==> config.mk <==
export PLATFORM = sky130hd
export DESIGN_NAME = heliostat_step_planner
export DESIGN_NICKNAME = d
export VERILOG_FILES = /design/src/rtl/hsp_pkg.sv /design/src/rtl/heliostat_step_planner.sv /design/src/rtl/hsp_mirror.sv /design/src/rtl/hsp_div.sv
export VERILOG_INCLUDE_DIRS = /design/src /design/src/rtl
export SDC_FILE = /design/constraint.sdc
export NUM_CORES = 1
export LEC_CHECK = 0
export ABC_AREA = 0
export BUFFER_PORTS_ARGS = -buffer_cell sky130_fd_sc_hd__buf_2
export CAP_MARGIN = 20
export CORE_UTILIZATION = 69
export DETAILED_ROUTE_END_ITERATION = 10
export PLACE_DENSITY_LB_ADDON = 0.05
export REMOVE_ABC_BUFFERS = 1
export SETUP_SLACK_MARGIN = 0.3
export SLEW_MARGIN = 20
export SYNTH_ARGS = -nofsm -noshare
export SYNTH_HDL_FRONTEND = slang
export SYNTH_SLANG_ARGS = --single-unit
==> constraint.sdc <==
create_clock -name clk -period 19.3 [get_ports clk]
set_input_delay 0.965 -clock clk [delete_from_list [all_inputs] [get_ports clk]]
set_output_delay 0.965 -clock clk [all_outputs]
set_load 0.05 [all_outputs]
==> src/rtl/heliostat_step_planner_assert.svh <==
// assertion helpers shared by the planner modules
// both expect clk and rst_n in the enclosing scope
`ifndef HELIOSTAT_STEP_PLANNER_ASSERT_SVH
`define HELIOSTAT_STEP_PLANNER_ASSERT_SVH

// same-cycle implication
`define HSP_ASSERT_NOW(lbl, ante, cons) \
    lbl: assert property (@(posedge clk) disable iff (!rst_n) (ante) |-> (cons)) \
        else $error("hsp check failed");

// next-cycle implication
`define HSP_ASSERT_NEXT(lbl, ante, cons) \
    lbl: assert property (@(posedge clk) disable iff (!rst_n) (ante) |=> (cons)) \
        else $error("hsp check failed");

`endif

==> src/rtl/hsp_pkg.sv <==
package hsp_pkg;

    // fixed point fraction bits of all internal angles
    localparam int FRAC_BITS = 8;

    // field widths
    localparam int TGT_W   = 10;
    localparam int ZEN_W   = 8;
    localparam int AZI_W   = 9;
    localparam int STEP_W  = 16;
    localparam int STEPS_W = 18;
    localparam int MIR_W   = 19;
    localparam int POS_W   = 20;

    // derived widths
    localparam int ANG2_W = 12;
    localparam int EXT_W  = ANG2_W + FRAC_BITS;
    localparam int DIFF_W = POS_W + 1;
    localparam int MAG_W  = DIFF_W;
    localparam int WIDE_W = POS_W + 2;
    localparam int CNT_W  = $clog2(MAG_W + 1);

    // stream and config widths
    localparam int IN_BITS     = ZEN_W + 1 + AZI_W;
    localparam int IN_TDATA_W  = ((IN_BITS + 7) / 8) * 8;
    localparam int OUT_BITS    = 2 * (STEPS_W + 1) + 2 * MIR_W;
    localparam int OUT_TDATA_W = ((OUT_BITS + 7) / 8) * 8;
    localparam int CFG_IDX_W   = 2;
    localparam int CFG_DATA_W  = STEP_W;

    // register indexes
    localparam logic [CFG_IDX_W-1:0] REG_TARGET_ZENITH  = 2'd0;
    localparam logic [CFG_IDX_W-1:0] REG_TARGET_AZIMUTH = 2'd1;
    localparam logic [CFG_IDX_W-1:0] REG_NORTH_MODE     = 2'd2;
    localparam logic [CFG_IDX_W-1:0] REG_STEP_SIZE      = 2'd3;

    // command codes
    localparam logic CMD_TRACK = 1'b0;
    localparam logic CMD_HOME  = 1'b1;

    // register reset values
    localparam logic [STEP_W-1:0] STEP_RESET = STEP_W'(461);

    // fixed point constants
    localparam logic [MAG_W-1:0] STEPS_MAX = MAG_W'((2 ** STEPS_W) - 1);
    localparam logic signed [POS_W-1:0] POS_MAX = POS_W'((2 ** (POS_W - 1)) - 1);
    localparam logic signed [POS_W-1:0] HOME_AZ = POS_W'(-90 * (2 ** FRAC_BITS));
    localparam logic signed [DIFF_W-1:0] WRAP_LIMIT = DIFF_W'(100 * (2 ** FRAC_BITS));
    localparam logic signed [WIDE_W-1:0] WRAP_ADD = WIDE_W'(180 * (2 ** FRAC_BITS));

    // divider status
    typedef struct packed {
        logic busy;
        logic done;
    } div_stat_t;

endpackage

==> src/rtl/heliostat_step_planner.sv <==
// a track beat runs through the angle, prep, divide and finish states; a home beat skips prep and divide
// a new beat is taken only in the idle state, after the previous one has reached the output register
// the two bit-serial dividers run in lockstep, one quotient bit per cycle over 21 bits
// a finished result waits in the output register while the next beat is taken
// reset (rst_n, async, active low) restores register defaults and clears motor positions
`include "heliostat_step_planner_assert.svh"

module heliostat_step_planner (
    input  logic                                clk,
    input  logic                                rst_n,
    // config write channel
    input  logic                                cfg_valid,
    output logic                                cfg_ready,
    input  logic [hsp_pkg::CFG_IDX_W-1:0]       cfg_index,
    input  logic [hsp_pkg::CFG_DATA_W-1:0]      cfg_data,
    // sun samples
    input  logic                                s_tvalid,
    output logic                                s_tready,
    input  logic [hsp_pkg::IN_TDATA_W-1:0]      s_tdata,  // zenith_deg, zenith_negative, azimuth_deg
    input  logic                                s_tuser,  // command
    // step plans
    output logic                                m_tvalid,
    input  logic                                m_tready,
    // zenith_steps, zenith_up, azimuth_steps, azimuth_up, mirror_zenith, mirror_azimuth
    output logic [hsp_pkg::OUT_TDATA_W-1:0]     m_tdata
);
    import hsp_pkg::*;

    typedef enum logic [4:0] {
        ST_IDLE   = 5'b00001,
        ST_ANGLE  = 5'b00010,
        ST_PREP   = 5'b00100,
        ST_DIVIDE = 5'b01000,
        ST_FINISH = 5'b10000
    } state_t;

    state_t state_reg;
    state_t state_next;

    // config registers
    logic signed [TGT_W-1:0] tz_reg;
    logic signed [TGT_W-1:0] ta_reg;
    logic                    north_reg;
    logic [STEP_W-1:0]       step_reg;
    logic [STEP_W-1:0]       step_eff;

    // latched sample
    logic             cmd_reg;
    logic [ZEN_W-1:0] zen_reg;
    logic             below_reg;
    logic [AZI_W-1:0] azi_reg;

    // angles and positions
    logic signed [MIR_W-1:0] mz_c;
    logic signed [MIR_W-1:0] ma_c;
    logic signed [MIR_W-1:0] mz_reg;
    logic signed [MIR_W-1:0] ma_reg;
    logic signed [MIR_W-1:0] last_ma_reg;
    logic signed [POS_W-1:0] zpos_reg;
    logic signed [POS_W-1:0] zpos_next;
    logic signed [POS_W-1:0] apos_reg;
    logic signed [POS_W-1:0] apos_next;

    // motor distances
    logic signed [DIFF_W-1:0] zdiff;
    logic signed [DIFF_W-1:0] adiff;
    logic signed [DIFF_W-1:0] wrap_diff;
    logic signed [WIDE_W-1:0] wrap_sum;
    logic                     wrap_hit;
    logic [MAG_W-1:0]         zmag_c;
    logic [MAG_W-1:0]         amag_c;
    logic [MAG_W-1:0]         zmag_reg;
    logic [MAG_W-1:0]         amag_reg;
    logic                     zup_reg;
    logic                     aup_reg;

    // dividers
    logic              div_start;
    logic [MAG_W-1:0]  zquo;
    logic [MAG_W-1:0]  aquo;
    logic [STEP_W-1:0] zrem;
    logic [STEP_W-1:0] arem;
    div_stat_t         zstat;
    div_stat_t         astat;

    // result
    logic [STEPS_W-1:0]     zsteps;
    logic [STEPS_W-1:0]     asteps;
    logic [MAG_W-1:0]       zdelta;
    logic [MAG_W-1:0]       adelta;
    logic                   out_load;
    logic                   m_tvalid_reg;
    logic [OUT_TDATA_W-1:0] m_tdata_reg;
    logic [OUT_TDATA_W-1:0] out_next;

    // steps from quotient, zero below horizon, saturated
    function automatic logic [STEPS_W-1:0] steps_of(input logic [MAG_W-1:0] q,
                                                    input logic below);
        begin
            if (below)
            begin
                steps_of = '0;
            end
            else if (q > STEPS_MAX)
            begin
                steps_of = STEPS_MAX[STEPS_W-1:0];
            end
            else
            begin
                steps_of = q[STEPS_W-1:0];
            end
        end
    endfunction

    // distance moved: steps times step size, never more than the magnitude
    function automatic logic [MAG_W-1:0] delta_of(input logic [MAG_W-1:0] q,
                                                  input logic [STEP_W-1:0] r,
                                                  input logic [MAG_W-1:0] mag,
                                                  input logic [STEP_W-1:0] dsr,
                                                  input logic below);
        logic [STEP_W+STEPS_W-1:0] sat;
        begin
            sat = ((STEP_W + STEPS_W)'(dsr) << STEPS_W) - (STEP_W + STEPS_W)'(dsr);
            if (below)
            begin
                delta_of = '0;
            end
            else if (q > STEPS_MAX)
            begin
                delta_of = sat[MAG_W-1:0];
            end
            else
            begin
                delta_of = mag - MAG_W'(r);
            end
        end
    endfunction

    // position moved toward the mirror
    function automatic logic signed [POS_W-1:0] move_of(input logic signed [POS_W-1:0] pos,
                                                        input logic [MAG_W-1:0] dlt,
                                                        input logic up);
        logic signed [WIDE_W-1:0] p;
        logic signed [WIDE_W-1:0] d;
        logic signed [WIDE_W-1:0] s;
        begin
            p = WIDE_W'(pos);
            d = signed'(WIDE_W'(dlt));
            s = up ? p + d : p - d;
            move_of = s[POS_W-1:0];
        end
    endfunction

    // config writes
    assign cfg_ready = 1'b1;

    always_ff @(posedge clk or negedge rst_n)
    begin
        if (!rst_n)
        begin
            tz_reg    <= '0;
            ta_reg    <= '0;
            north_reg <= 1'b1;
            step_reg  <= STEP_RESET;
        end
        else if (cfg_valid && cfg_ready)
        begin
            unique case (cfg_index)
                REG_TARGET_ZENITH:  tz_reg    <= cfg_data[TGT_W-1:0];
                REG_TARGET_AZIMUTH: ta_reg    <= cfg_data[TGT_W-1:0];
                REG_NORTH_MODE:     north_reg <= cfg_data[0];
                REG_STEP_SIZE:      step_reg  <= cfg_data;
                default: ;
            endcase
        end
    end

    assign step_eff = (step_reg == '0) ? STEP_W'(1) : step_reg;

    // mirror angle
    hsp_mirror u_mirror (
        .north_mode      (north_reg),
        .target_zenith   (tz_reg),
        .target_azimuth  (ta_reg),
        .zenith_deg      (zen_reg),
        .zenith_negative (below_reg),
        .azimuth_deg     (azi_reg),
        .last_azimuth    (last_ma_reg),
        .mirror_zenith   (mz_c),
        .mirror_azimuth  (ma_c)
    );

    // azimuth wrap correction
    assign wrap_diff = DIFF_W'(ma_c) - DIFF_W'(apos_reg);
    assign wrap_hit  = (wrap_diff > WRAP_LIMIT) && (apos_reg > 0);
    assign wrap_sum  = WIDE_W'(apos_reg) + WRAP_ADD;

    // distance to the mirror
    assign zdiff  = DIFF_W'(mz_reg) - DIFF_W'(zpos_reg);
    assign adiff  = DIFF_W'(ma_reg) - DIFF_W'(apos_reg);
    assign zmag_c = zdiff[DIFF_W-1] ? MAG_W'(-zdiff) : MAG_W'(zdiff);
    assign amag_c = adiff[DIFF_W-1] ? MAG_W'(-adiff) : MAG_W'(adiff);

    assign div_start = (state_reg == ST_PREP);

    hsp_div u_zdiv (
        .clk       (clk),
        .rst_n     (rst_n),
        .start     (div_start),
        .dividend  (zmag_c),
        .divisor   (step_eff),
        .quotient  (zquo),
        .remainder (zrem),
        .stat      (zstat)
    );

    hsp_div u_adiv (
        .clk       (clk),
        .rst_n     (rst_n),
        .start     (div_start),
        .dividend  (amag_c),
        .divisor   (step_eff),
        .quotient  (aquo),
        .remainder (arem),
        .stat      (astat)
    );

    // step counts and moves
    assign zsteps = steps_of(zquo, below_reg);
    assign asteps = steps_of(aquo, below_reg);
    assign zdelta = delta_of(zquo, zrem, zmag_reg, step_eff, below_reg);
    assign adelta = delta_of(aquo, arem, amag_reg, step_eff, below_reg);

    assign out_load = (state_reg == ST_FINISH) && (!m_tvalid_reg || m_tready);

    // result beat
    always_comb
    begin
        if (cmd_reg == CMD_HOME)
        begin
            out_next = '0;
        end
        else
        begin
            out_next = OUT_TDATA_W'({ma_reg, mz_reg, aup_reg, asteps, zup_reg, zsteps});
        end
    end

    // sequencer
    always_comb
    begin
        state_next = state_reg;
        unique case (state_reg)
            ST_IDLE:
            begin
                if (s_tvalid)
                begin
                    state_next = ST_ANGLE;
                end
            end
            ST_ANGLE:
            begin
                state_next = (cmd_reg == CMD_HOME) ? ST_FINISH : ST_PREP;
            end
            ST_PREP:
            begin
                state_next = ST_DIVIDE;
            end
            ST_DIVIDE:
            begin
                if (zstat.done && astat.done)
                begin
                    state_next = ST_FINISH;
                end
            end
            ST_FINISH:
            begin
                if (out_load)
                begin
                    state_next = ST_IDLE;
                end
            end
            default:
            begin
                state_next = ST_IDLE;
            end
        endcase
    end

    // motor positions
    always_comb
    begin
        zpos_next = zpos_reg;
        apos_next = apos_reg;
        if (state_reg == ST_ANGLE && cmd_reg == CMD_TRACK && wrap_hit)
        begin
            apos_next = (wrap_sum > WIDE_W'(POS_MAX)) ? POS_MAX : wrap_sum[POS_W-1:0];
        end
        else if (out_load)
        begin
            if (cmd_reg == CMD_HOME)
            begin
                zpos_next = '0;
                apos_next = HOME_AZ;
            end
            else
            begin
                zpos_next = move_of(zpos_reg, zdelta, zup_reg);
                apos_next = move_of(apos_reg, adelta, aup_reg);
            end
        end
    end

    // control state
    always_ff @(posedge clk or negedge rst_n)
    begin
        if (!rst_n)
        begin
            state_reg    <= ST_IDLE;
            zpos_reg     <= '0;
            apos_reg     <= '0;
            last_ma_reg  <= '0;
            m_tvalid_reg <= 1'b0;
        end
        else
        begin
            state_reg <= state_next;
            zpos_reg  <= zpos_next;
            apos_reg  <= apos_next;
            if (state_reg == ST_ANGLE && cmd_reg == CMD_TRACK)
            begin
                last_ma_reg <= ma_c;
            end
            if (out_load)
            begin
                m_tvalid_reg <= 1'b1;
            end
            else if (m_tready)
            begin
                m_tvalid_reg <= 1'b0;
            end
        end
    end

    // payload registers
    always_ff @(posedge clk)
    begin
        if (s_tvalid && s_tready)
        begin
            cmd_reg   <= s_tuser;
            zen_reg   <= s_tdata[ZEN_W-1:0];
            below_reg <= s_tdata[ZEN_W];
            azi_reg   <= s_tdata[ZEN_W+AZI_W:ZEN_W+1];
        end
        if (state_reg == ST_ANGLE)
        begin
            mz_reg <= mz_c;
            ma_reg <= ma_c;
        end
        if (state_reg == ST_PREP)
        begin
            zmag_reg <= zmag_c;
            amag_reg <= amag_c;
            zup_reg  <= !zdiff[DIFF_W-1];
            aup_reg  <= !adiff[DIFF_W-1];
        end
        if (out_load)
        begin
            m_tdata_reg <= out_next;
        end
    end

    assign s_tready = (state_reg == ST_IDLE);
    assign m_tvalid = m_tvalid_reg;
    assign m_tdata  = m_tdata_reg;

    // checks
    `HSP_ASSERT_NOW(a_div_lockstep, state_reg == ST_DIVIDE, zstat.done == astat.done)
    `HSP_ASSERT_NEXT(a_home_positions, out_load && cmd_reg == CMD_HOME, zpos_reg == '0 && apos_reg == HOME_AZ)
    `HSP_ASSERT_NOW(a_below_no_motion, out_load && cmd_reg == CMD_TRACK && below_reg, zpos_next == zpos_reg && apos_next == apos_reg)

endmodule

==> src/rtl/hsp_mirror.sv <==
module hsp_mirror (
    input  logic                                north_mode,
    input  logic signed [hsp_pkg::TGT_W-1:0]    target_zenith,
    input  logic signed [hsp_pkg::TGT_W-1:0]    target_azimuth,
    input  logic        [hsp_pkg::ZEN_W-1:0]    zenith_deg,
    input  logic                                zenith_negative,
    input  logic        [hsp_pkg::AZI_W-1:0]    azimuth_deg,
    input  logic signed [hsp_pkg::MIR_W-1:0]    last_azimuth,
    output logic signed [hsp_pkg::MIR_W-1:0]    mirror_zenith,
    output logic signed [hsp_pkg::MIR_W-1:0]    mirror_azimuth
);
    import hsp_pkg::*;

    localparam logic signed [ANG2_W-1:0] D180 = ANG2_W'(180);
    localparam logic signed [ANG2_W-1:0] D360 = ANG2_W'(360);
    localparam logic signed [EXT_W-1:0] MIR_HI = EXT_W'((2 ** (MIR_W - 1)) - 1);
    localparam logic signed [EXT_W-1:0] MIR_LO = -EXT_W'(2 ** (MIR_W - 1));

    logic signed [ANG2_W-1:0] zmag;
    logic signed [ANG2_W-1:0] z;
    logic signed [ANG2_W-1:0] a;
    logic signed [ANG2_W-1:0] tz;
    logic signed [ANG2_W-1:0] ta;
    logic signed [ANG2_W-1:0] mz2;
    logic signed [ANG2_W-1:0] ma2;
    logic                     hit;

    // double angle to fixed point, saturated to mirror width
    function automatic logic signed [MIR_W-1:0] to_fixed(input logic signed [ANG2_W-1:0] v2);
        logic signed [EXT_W-1:0] x;
        begin
            x = EXT_W'(v2) <<< (FRAC_BITS - 1);
            if (x > MIR_HI)
            begin
                to_fixed = MIR_HI[MIR_W-1:0];
            end
            else if (x < MIR_LO)
            begin
                to_fixed = MIR_LO[MIR_W-1:0];
            end
            else
            begin
                to_fixed = x[MIR_W-1:0];
            end
        end
    endfunction

    // operands at a common width
    assign zmag = ANG2_W'({1'b0, zenith_deg});
    assign z    = zenith_negative ? -zmag : zmag;
    assign a    = ANG2_W'({1'b0, azimuth_deg});
    assign tz   = ANG2_W'(target_zenith);
    assign ta   = ANG2_W'(target_azimuth);

    // bisector cases, twice the angle in whole degrees
    always_comb
    begin
        ma2 = '0;
        hit = 1'b1;
        if (north_mode)
        begin
            mz2 = z + tz;
            priority if ((a >= D180 && D360 - a >= ta) || (a > D180 && D360 - a < ta))
            begin
                ma2 = D360 + ta - a;
            end
            else if ((a < D180 && a < ta) || (a <= D180 && a >= ta))
            begin
                ma2 = ta + a;
            end
            else
            begin
                hit = 1'b0;
            end
        end
        else
        begin
            mz2 = D180 - z + tz;
            priority if (a > D180 && ta <= 0)
            begin
                ma2 = a + ta - D180;
            end
            else if (a < D180 && ta < 0)
            begin
                ma2 = D180 - a - ta;
            end
            else if (a > D180 && ta > 0)
            begin
                ma2 = a - ta - D180;
            end
            else if (a < D180 && ta >= 0)
            begin
                ma2 = D180 - a + ta;
            end
            else
            begin
                hit = 1'b0;
            end
        end
    end

    // no matching case keeps the previous azimuth
    assign mirror_zenith  = to_fixed(mz2);
    assign mirror_azimuth = hit ? to_fixed(ma2) : last_azimuth;

endmodule

==> src/rtl/hsp_div.sv <==
`include "heliostat_step_planner_assert.svh"

module hsp_div (
    input  logic                            clk,
    input  logic                            rst_n,
    input  logic                            start,
    input  logic [hsp_pkg::MAG_W-1:0]       dividend,
    input  logic [hsp_pkg::STEP_W-1:0]      divisor,
    output logic [hsp_pkg::MAG_W-1:0]       quotient,
    output logic [hsp_pkg::STEP_W-1:0]      remainder,
    output hsp_pkg::div_stat_t              stat
);
    import hsp_pkg::*;

    logic              busy_reg;
    logic              busy_next;
    logic              done_reg;
    logic              done_next;
    logic [CNT_W-1:0]  cnt_reg;
    logic [CNT_W-1:0]  cnt_next;
    logic [MAG_W-1:0]  quo_reg;
    logic [MAG_W-1:0]  quo_next;
    logic [STEP_W-1:0] rem_reg;
    logic [STEP_W-1:0] rem_next;
    logic [STEP_W-1:0] dsr_reg;
    logic [STEP_W-1:0] dsr_next;
    logic [STEP_W:0]   trial;
    logic [STEP_W:0]   trial_sub;
    logic              fits;

    // one restoring step: next dividend bit into the partial remainder
    assign trial     = {rem_reg, quo_reg[MAG_W-1]};
    assign trial_sub = trial - {1'b0, dsr_reg};
    assign fits      = trial >= {1'b0, dsr_reg};

    always_comb
    begin
        busy_next = busy_reg;
        done_next = done_reg;
        cnt_next  = cnt_reg;
        quo_next  = quo_reg;
        rem_next  = rem_reg;
        dsr_next  = dsr_reg;
        if (start)
        begin
            busy_next = 1'b1;
            done_next = 1'b0;
            cnt_next  = CNT_W'(MAG_W);
            quo_next  = dividend;
            rem_next  = '0;
            dsr_next  = divisor;
        end
        else if (busy_reg)
        begin
            quo_next = {quo_reg[MAG_W-2:0], fits};
            rem_next = fits ? trial_sub[STEP_W-1:0] : trial[STEP_W-1:0];
            cnt_next = cnt_reg - CNT_W'(1);
            if (cnt_reg == CNT_W'(1))
            begin
                busy_next = 1'b0;
                done_next = 1'b1;
            end
        end
    end

    // control state
    always_ff @(posedge clk or negedge rst_n)
    begin
        if (!rst_n)
        begin
            busy_reg <= 1'b0;
            done_reg <= 1'b0;
            cnt_reg  <= '0;
        end
        else
        begin
            busy_reg <= busy_next;
            done_reg <= done_next;
            cnt_reg  <= cnt_next;
        end
    end

    // shift registers
    always_ff @(posedge clk)
    begin
        quo_reg <= quo_next;
        rem_reg <= rem_next;
        dsr_reg <= dsr_next;
    end

    assign quotient  = quo_reg;
    assign remainder = rem_reg;
    assign stat.busy = busy_reg;
    assign stat.done = done_reg;

    // checks
    `HSP_ASSERT_NOW(a_rem_below_divisor, busy_reg || done_reg, rem_reg < dsr_reg)
    `HSP_ASSERT_NOW(a_busy_not_done, busy_reg, !done_reg)
    `HSP_ASSERT_NEXT(a_start_runs, start, busy_reg && cnt_reg == CNT_W'(MAG_W))

endmodule

==> metrics.cfg, run 1 <==
[routing]
routed_wl_mm=83.0
post_drt_wl_per_cell_um=21.6
ant_nets=0
route.detailed.drc=0
vias=25577
first_pass_iters=9
drtIter0Drc=3011
via_per_inst=6.66

[timing]
fin_setup_tns_ns=0
fin_crit_sh_pct=40.6
clock.fmax_mhz=128
drv_slew=0
fin_skew_ns=0.0296
grt_setup_unrepaired=false
setup-violations-final=0
hold_viol=0
tightest_slew_ns=1.12
period_minus_slack_ns=7.84
slew_headroom_pct=25.2

[worst_setup_path]
max_stage_delay_ns=0.78
r2r_start=step_reg[10]
crit_fanout=8
worstSetupEndpointType=flop
critPathRequiredTime_ns=19.80
arrival_ns=8.34
timing.rr.end=apos_reg[19]
worstRegToRegCells=23
slowest_stage=nor4_1
crit_chain=nor4_1 > and3_1 > a31oi_1 > ha_1 > nor3b_1 > xnor2_1 > a32o_1 > a221oi_1 > or3b_1 > nor4_2 > a31oi_1 > xnor2_1 > ha_1 > nor2b_1 > nor4b_1 > o31ai_1 > o41ai_1 > o21ai_1 > a21o_1 > a21oi_1 > nor3_1 > o41a_1 > a211oi_1
worst-r2r-setup-slack_ns=11.46
critPathKind=reg2reg
start_kind=flop

[die]
rows=74
fp.dieH_um=207
design.core.area_sq_mm=0.0412
pin_count=131
die_w_um=207
die_area_sq_mm=0.0430
initial_utilization_pct=70.6

[global_routing]
grt_pass1_vias=24876
grt.overflow.total=0
gr-usage-met3_pct=6.13
antenna_found_initial=1
grt_max_degree=79
met1_usage_pct=50.6
busiest_layer=met2
grt.total_usage_pct=38.1
grt.met2_usage_pct=61.1
grt_first_pass_wirelength_mm=131

[yosys]
yosys_warnings=0
ys_seq_elements=367
yosys.area.top_type=edfxtp_1
ys_top_cells_by_count=263 x ha_1, 246 x a21oi_1, 241 x inv_1
syn_inst=3223
synth.most_common_cell=ha_1
synth.avg_cell_area_sq_um=9.03
synthArstFlopShare_pct=31.6
yosysSeqAreaShare_pct=34.8
synth_edf_count=219
synth-main-ff-cell=edfxtp_1
synth_cell_type_count=96
yosys-top-cells-area=edfxtp_1 23%, ha_1 11%, dfrtp_1 9.3%
synth_top_cell_area_share_pct=22.6
syn_area_sq_mm=0.0291

[placed_design]
io_buffers=112
dp_hpwl_mm=61.6
gp_congestion=0.980

[clock_tree]
h-tree-depth=2
cts_made_buffers=42
cts_buffer_depth=3
cts_setup_buffers=0
clockRootBuffer=clkbuf_16
cts_resized=0
cts_tree=yes
hold_buffers=0
path_clk_slew_ns=0.07
clk_latency_ns=0.60
clock-sinks=367

[final_layout]
multi_input_area_sq_mm=0.0176
areaGrowthSynthToFinish_pct=8.26
largest_reg_flops=69
fin_nets=3602
drive_gt1_share_pct=9.88
finish.utilization_pct=76.5
regArea_sq_mm=0.0101
fillers=2909

[status]
status=completed

[power_and_ir_drop]
p_per_area_mw_per_mm2=187
ir_drop_mv=0.131
leakagePower_nw=13.2

[worst_hold_path]
worstHoldPathType=in2async

[flow_run]
max_cap_viol_count=0

==> layout make-up <==
type | count | share of cell area [%]
Timing Repair Buffer | 133 | 2.32
Antenna cell | 1 | 0.00794
Clock inverter | 21 | 1.07
Sequential cell | 367 | 32.1
Tap cell | 532 | 2.11
Multi-Input combinational cell | 2489 | 55.8
Clock buffer | 56 | 3.66
Inverter | 243 | 2.91
==> critical path: cells and delay by family, from the launching register on <==
kind | cells | cell delay [ns]
AOI/OAI and AO/OA | 11 | 3.37
and+or+nand+nor | 8 | 2.85
adders and majority gates | 2 | 0.69
DFF | 1 | 0.48
xor gates and xnor gates | 2 | 0.37
==> how the worst max path moves through the flow <==
stage,start,to,slack [ns],depth (start not counted)
final,step_reg[10],apos_reg[19],11.46,23
after global routing,azi_reg[1],apos_reg[8],10.86,28
after CTS,azi_reg[1],apos_reg[16],11.66,28
after detailed placement,azi_reg[1],apos_reg[8],11.73,28
after global placement,azi_reg[1],apos_reg[8],11.92,28
after floorplan,ta_reg[1],apos_reg[8],12.28,24
==> through the flow <==
step / area (sq um) / std cells / total power [mW] / setup slack (ns) / hold slack, ns
floorplan: 28600 / 3099 / 3.97 / 12.28 / 0.444
global placement: 30000 / 3763 / 4.69 / 11.92 / 0.461
detailed placement: 30000 / 3763 / 4.86 / 11.73 / 0.465
CTS: 31500 / 3840 / 5.79 / 11.66 / 0.383
global route: 31500 / 3841 / 6.28 / 10.86 / 0.414
finish: 31500 / 3842 / 5.90 / 11.46 / 0.395
==> power by group <==
part / switching, mW / total, mW / internal [mW]
clock: 0.348 / 0.880 / 0.532
combinational: 2.26 / 3.71 / 1.44
sequential: 0.205 / 1.31 / 1.11
total: 2.82 / 5.90 / 3.08
==> routing by layer <==
metal | vias to the layer above | share of wire (%) | routed length (um)
li1 | 11786 | - | -
met1 | 12159 | 41 | 34000
met2 | 1357 | 46 | 38000
met3 | 275 | 8.5 | 7040
met4 | 0 | 4.7 | 3920
met5 | - | 0 | 0
==> logic make-up (layout without fill, tap and decap cells) <==
logic type / count (synthesis) / in the layout / synth area share, %
other: 2 / 13 / 0.0258
buffers and inverters: 377 / 453 / 5.06
adders and majority gates: 278 / 278 / 12.3
muxes: 80 / 80 / 3.04
AOI/OAI and AO/OA: 923 / 923 / 20.8
DFF: 367 / 367 / 34.8
and+or+nand+nor: 930 / 930 / 15.9
xor gates and xnor gates: 266 / 266 / 8.00
==> placed cells by master (no fill, tap or decap), drive strengths merged, types with 14 or more instances in the layout <==
| master | Yosys | layout |
|---|---|---|
| a211oi | 35 | 35 |
| a21o | 56 | 56 |
| a21oi | 247 | 247 |
| a22oi | 19 | 19 |
| a31oi | 38 | 38 |
| a41oi | 14 | 14 |
| and2 | 31 | 31 |
| and3 | 18 | 18 |
| buf | 28 | 133 |
| clkbuf | 106 | 56 |
| dfrtp | 108 | 108 |
| dfxtp | 32 | 32 |
| edfxtp | 219 | 219 |
| fa | 15 | 15 |
| ha | 263 | 263 |
| inv | 241 | 244 |
| mux2 | 68 | 68 |
| nand2 | 235 | 235 |
| nand2b | 36 | 36 |
| nand3 | 63 | 63 |
| nand4 | 15 | 15 |
| nor2 | 241 | 241 |
| nor2b | 80 | 80 |
| nor3 | 74 | 74 |
| nor3b | 15 | 15 |
| nor4 | 31 | 31 |
| o211ai | 27 | 27 |
| o21a | 83 | 83 |
| o21ai | 185 | 185 |
| o21bai | 31 | 31 |
| o31ai | 25 | 25 |
| or2 | 16 | 16 |
| or3 | 33 | 33 |
| xnor2 | 186 | 186 |
| xor2 | 80 | 80 |
No activity file was read; power rests on OpenSTA's default activity.
==> inputs of run 2 (changes only) <==
--- a/config.mk
+++ b/config.mk
@@ -9,7 +9,7 @@
 export ABC_AREA = 0
 export BUFFER_PORTS_ARGS = -buffer_cell sky130_fd_sc_hd__buf_2
 export CAP_MARGIN = 20
-export CORE_UTILIZATION = 69
+export CORE_UTILIZATION = 57
 export DETAILED_ROUTE_END_ITERATION = 10
 export PLACE_DENSITY_LB_ADDON = 0.05
 export REMOVE_ABC_BUFFERS = 1
==> constraint.sdc (replaced) <==
create_clock -name clk -period 7.1 [get_ports clk]
set_input_delay 0.355 -clock clk [delete_from_list [all_inputs] [get_ports clk]]
set_output_delay 0.355 -clock clk [all_outputs]
set_load 0.05 [all_outputs]
==> metrics.cfg, run 2 (synthesized netlist as in run 1, its figures left out) <==
[status]
status=completed  ; unchanged

[worst_hold_path]
whs_path_depth=2
worstHoldPathType=in2reg  ; was in2async
worstHoldStart=cfg_data[12]
worstHoldEndpoint=step_reg[12]

[worst_setup_path]
worstSetupEndpointType=flop  ; unchanged
start_kind=flop  ; unchanged
r2r_start=ta_reg[1]  ; was step_reg[10]
arrival_ns=6.93  ; was 8.34 ns
crit_fanout=14  ; was 8
critPathRequiredTime_ns=7.56  ; was 19.80 ns
max_stage_delay_ns=0.48  ; was 0.78 ns
slowest_stage=or4_1  ; was nor4_1
timing.rr.end=apos_reg[16]  ; was apos_reg[19]
critPathKind=reg2reg  ; unchanged
worstRegToRegCells=25  ; was 23
worst-r2r-setup-slack_ns=0.63  ; was 11.46 ns

[timing]
drv_slew=0  ; unchanged
tightest_slew_ns=1.08  ; was 1.12 ns
slew_headroom_pct=28.0  ; was 25.2%
fin_setup_tns_ns=0  ; unchanged
grt_setup_unrepaired=false  ; unchanged
setup-violations-final=0  ; unchanged
fin_crit_sh_pct=91.1  ; was 40.6%
period_minus_slack_ns=6.47  ; was 7.84 ns
fin_skew_ns=0.0224  ; was 0.0296 ns
hold_viol=0  ; unchanged
clock.fmax_mhz=155  ; was 128 MHz

[routing]
route.detailed.drc=0  ; unchanged
post_drt_wl_per_cell_um=21.1  ; was 21.6 um
vias=25005  ; was 25577
via_per_inst=6.19  ; was 6.66
wl_met3_mm=5.20  ; was 7.04 mm
met2_wirelength_mm=39.7  ; was 38.0 mm
ant_nets=0  ; unchanged
wirelength_met1_mm=37.9  ; was 34.0 mm
first_pass_iters=8  ; was 9
drtIter0Drc=2099  ; was 3011
top_layer_used=met4  ; unchanged
routed_wl_mm=85.1  ; was 83.0 mm

[flow_run]
max_cap_viol_count=0  ; unchanged

[power_and_ir_drop]
ir_drop_mv=0.341  ; was 0.131 mV
leakagePower_nw=13.4  ; was 13.2 nW
p_total_mw=16.0  ; was 5.90 mW
p_per_area_mw_per_mm2=497  ; was 187 mW/mm^2

[global_routing]
grt.overflow.total=0  ; unchanged
antenna_found_initial=1  ; unchanged
grt.total_usage_pct=32.0  ; was 38.1%
grt_pass1_vias=24290  ; was 24876
grt_first_pass_wirelength_mm=132  ; was 131 mm
grt_max_degree=68  ; was 79

[clock_tree]
clock-sinks=367  ; unchanged
clk_latency_ns=0.59  ; was 0.60 ns
cts_made_buffers=43  ; was 42
h-tree-depth=2  ; unchanged
cts_tree=yes  ; unchanged
clockRootBuffer=clkbuf_16  ; unchanged
cts_buffer_depth=3  ; unchanged
path_clk_slew_ns=0.06  ; was 0.07 ns

[die]
die_area_sq_mm=0.0520  ; was 0.0430 sq mm
die_w_um=228  ; was 207 um
initial_utilization_pct=57.9  ; was 70.6%
rows=82  ; was 74
pin_count=131  ; unchanged
design.core.area_sq_mm=0.0503  ; was 0.0412 sq mm
fp.dieH_um=228  ; was 207 um

[final_layout]
largest_reg_flops=69  ; unchanged
fillers=4242  ; was 2909
antenna_cells=0  ; was 1
areaGrowthSynthToFinish_pct=10.5  ; was 8.26%
final_common_cell=ha_1  ; unchanged
multi_input_area_sq_mm=0.0177  ; was 0.0176 sq mm
final_cells=4037  ; was 3842
final_cell_mix=262 x ha_1, 245 x a21oi_1, 238 x inv_1, 238 x nor2_1, 235 x nand2_1  ; was 263 x ha_1, 246 x a21oi_1, 239 x inv_1, 239 x nor2_1, 235 x nand2_1
regArea_sq_mm=0.0101  ; about the same
fin_nets=3656  ; was 3602
drive_gt1_share_pct=11.1  ; was 9.88%

[placed_design]
dpl.cell_count=3923  ; was 3763
gp_congestion=0.956  ; was 0.980
dp_hpwl_mm=63.9  ; was 61.6 mm
io_buffers=112  ; unchanged

==> run 2: worst max path at each step <==
| stage | startpoint | endpoint | slack (ns) | depth (start not counted) |
|---|---|---|---|---|
| after CTS | step_reg[6] | apos_reg[19] | 0.30 | 25 |
| after floorplan | ta_reg[1] | apos_reg[8] | 0.08 | 24 |
| after detailed placement | azi_reg[1] | apos_reg[11] | 0.16 | 28 |
| after global placement | azi_reg[1] | apos_reg[16] | 0.27 | 28 |
| final | ta_reg[1] | apos_reg[16] | 0.63 | 25 |
| after global routing | step_reg[10] | apos_reg[19] | 0.32 | 24 |
==> run 2: worst max-delay path: cells and delay by family, from the launching register on <==
| kind | cells | cell delay, ns |
|---|---|---|
| AO/OA/AOI/OAI | 14 | 3.25 |
| adder cells (fa/ha/maj) | 2 | 0.73 |
| buffers and inverters | 3 | 0.68 |
| flip-flops | 1 | 0.37 |
| AND/OR/NAND/NOR | 6 | 1.29 |
==> run 2: per-stage QoR <==
stage	util [%]	hold WS [ns]	cell area [sq um]	setup slack, ns
after CTS	63.6	0.00638	32000	0.302
after detailed placement	60.3	0.280	30300	0.158
after floorplan	-	0.0594	28600	0.0816
final	64.0	0.0254	32200	0.631
after global routing	64.0	0.0134	32200	0.324
after global placement	60.3	0.271	30300	0.275
==> run 2: layout make-up <==
cell class | instances | area share, %
tap | 672 | 2.61
inverter | 243 | 2.85
sequential | 367 | 31.5
clock buffer | 53 | 3.59
multi-input combinational | 2490 | 55.0
timing repair buffer | 185 | 3.68
clock inverter | 27 | 0.809
==> run 2: repair_timing <==
| action | in CTS | in global routing |
|---|---|---|
| setup endpoints to repair | 7 | 20 |
| endpoints found under the hold margin | 42 | 0 |
| resized for setup | 4 | 20 |
| buffers inserted | 0 | 10 |
| pin swaps | 0 | 4 |
| hold buffers | 23 | 0 |
| cloned | 0 | 1 |
==> run 2: where the power goes <==
group / switching [mW] / total [mW] / internal (mW)
Combinational: 6.10 / 10.1 / 4.03
Sequential: 0.578 / 3.59 / 3.01
Clock: 0.956 / 2.26 / 1.31
==> run 2: routing by layer <==
metal | GRT usage (%) | vias up
li1 | - | 11921
met1 | 44.3 | 12043
met2 | 52.4 | 895
met3 | 3.79 | 146
met4 | 9.69 | 0
met5 | 0 | -
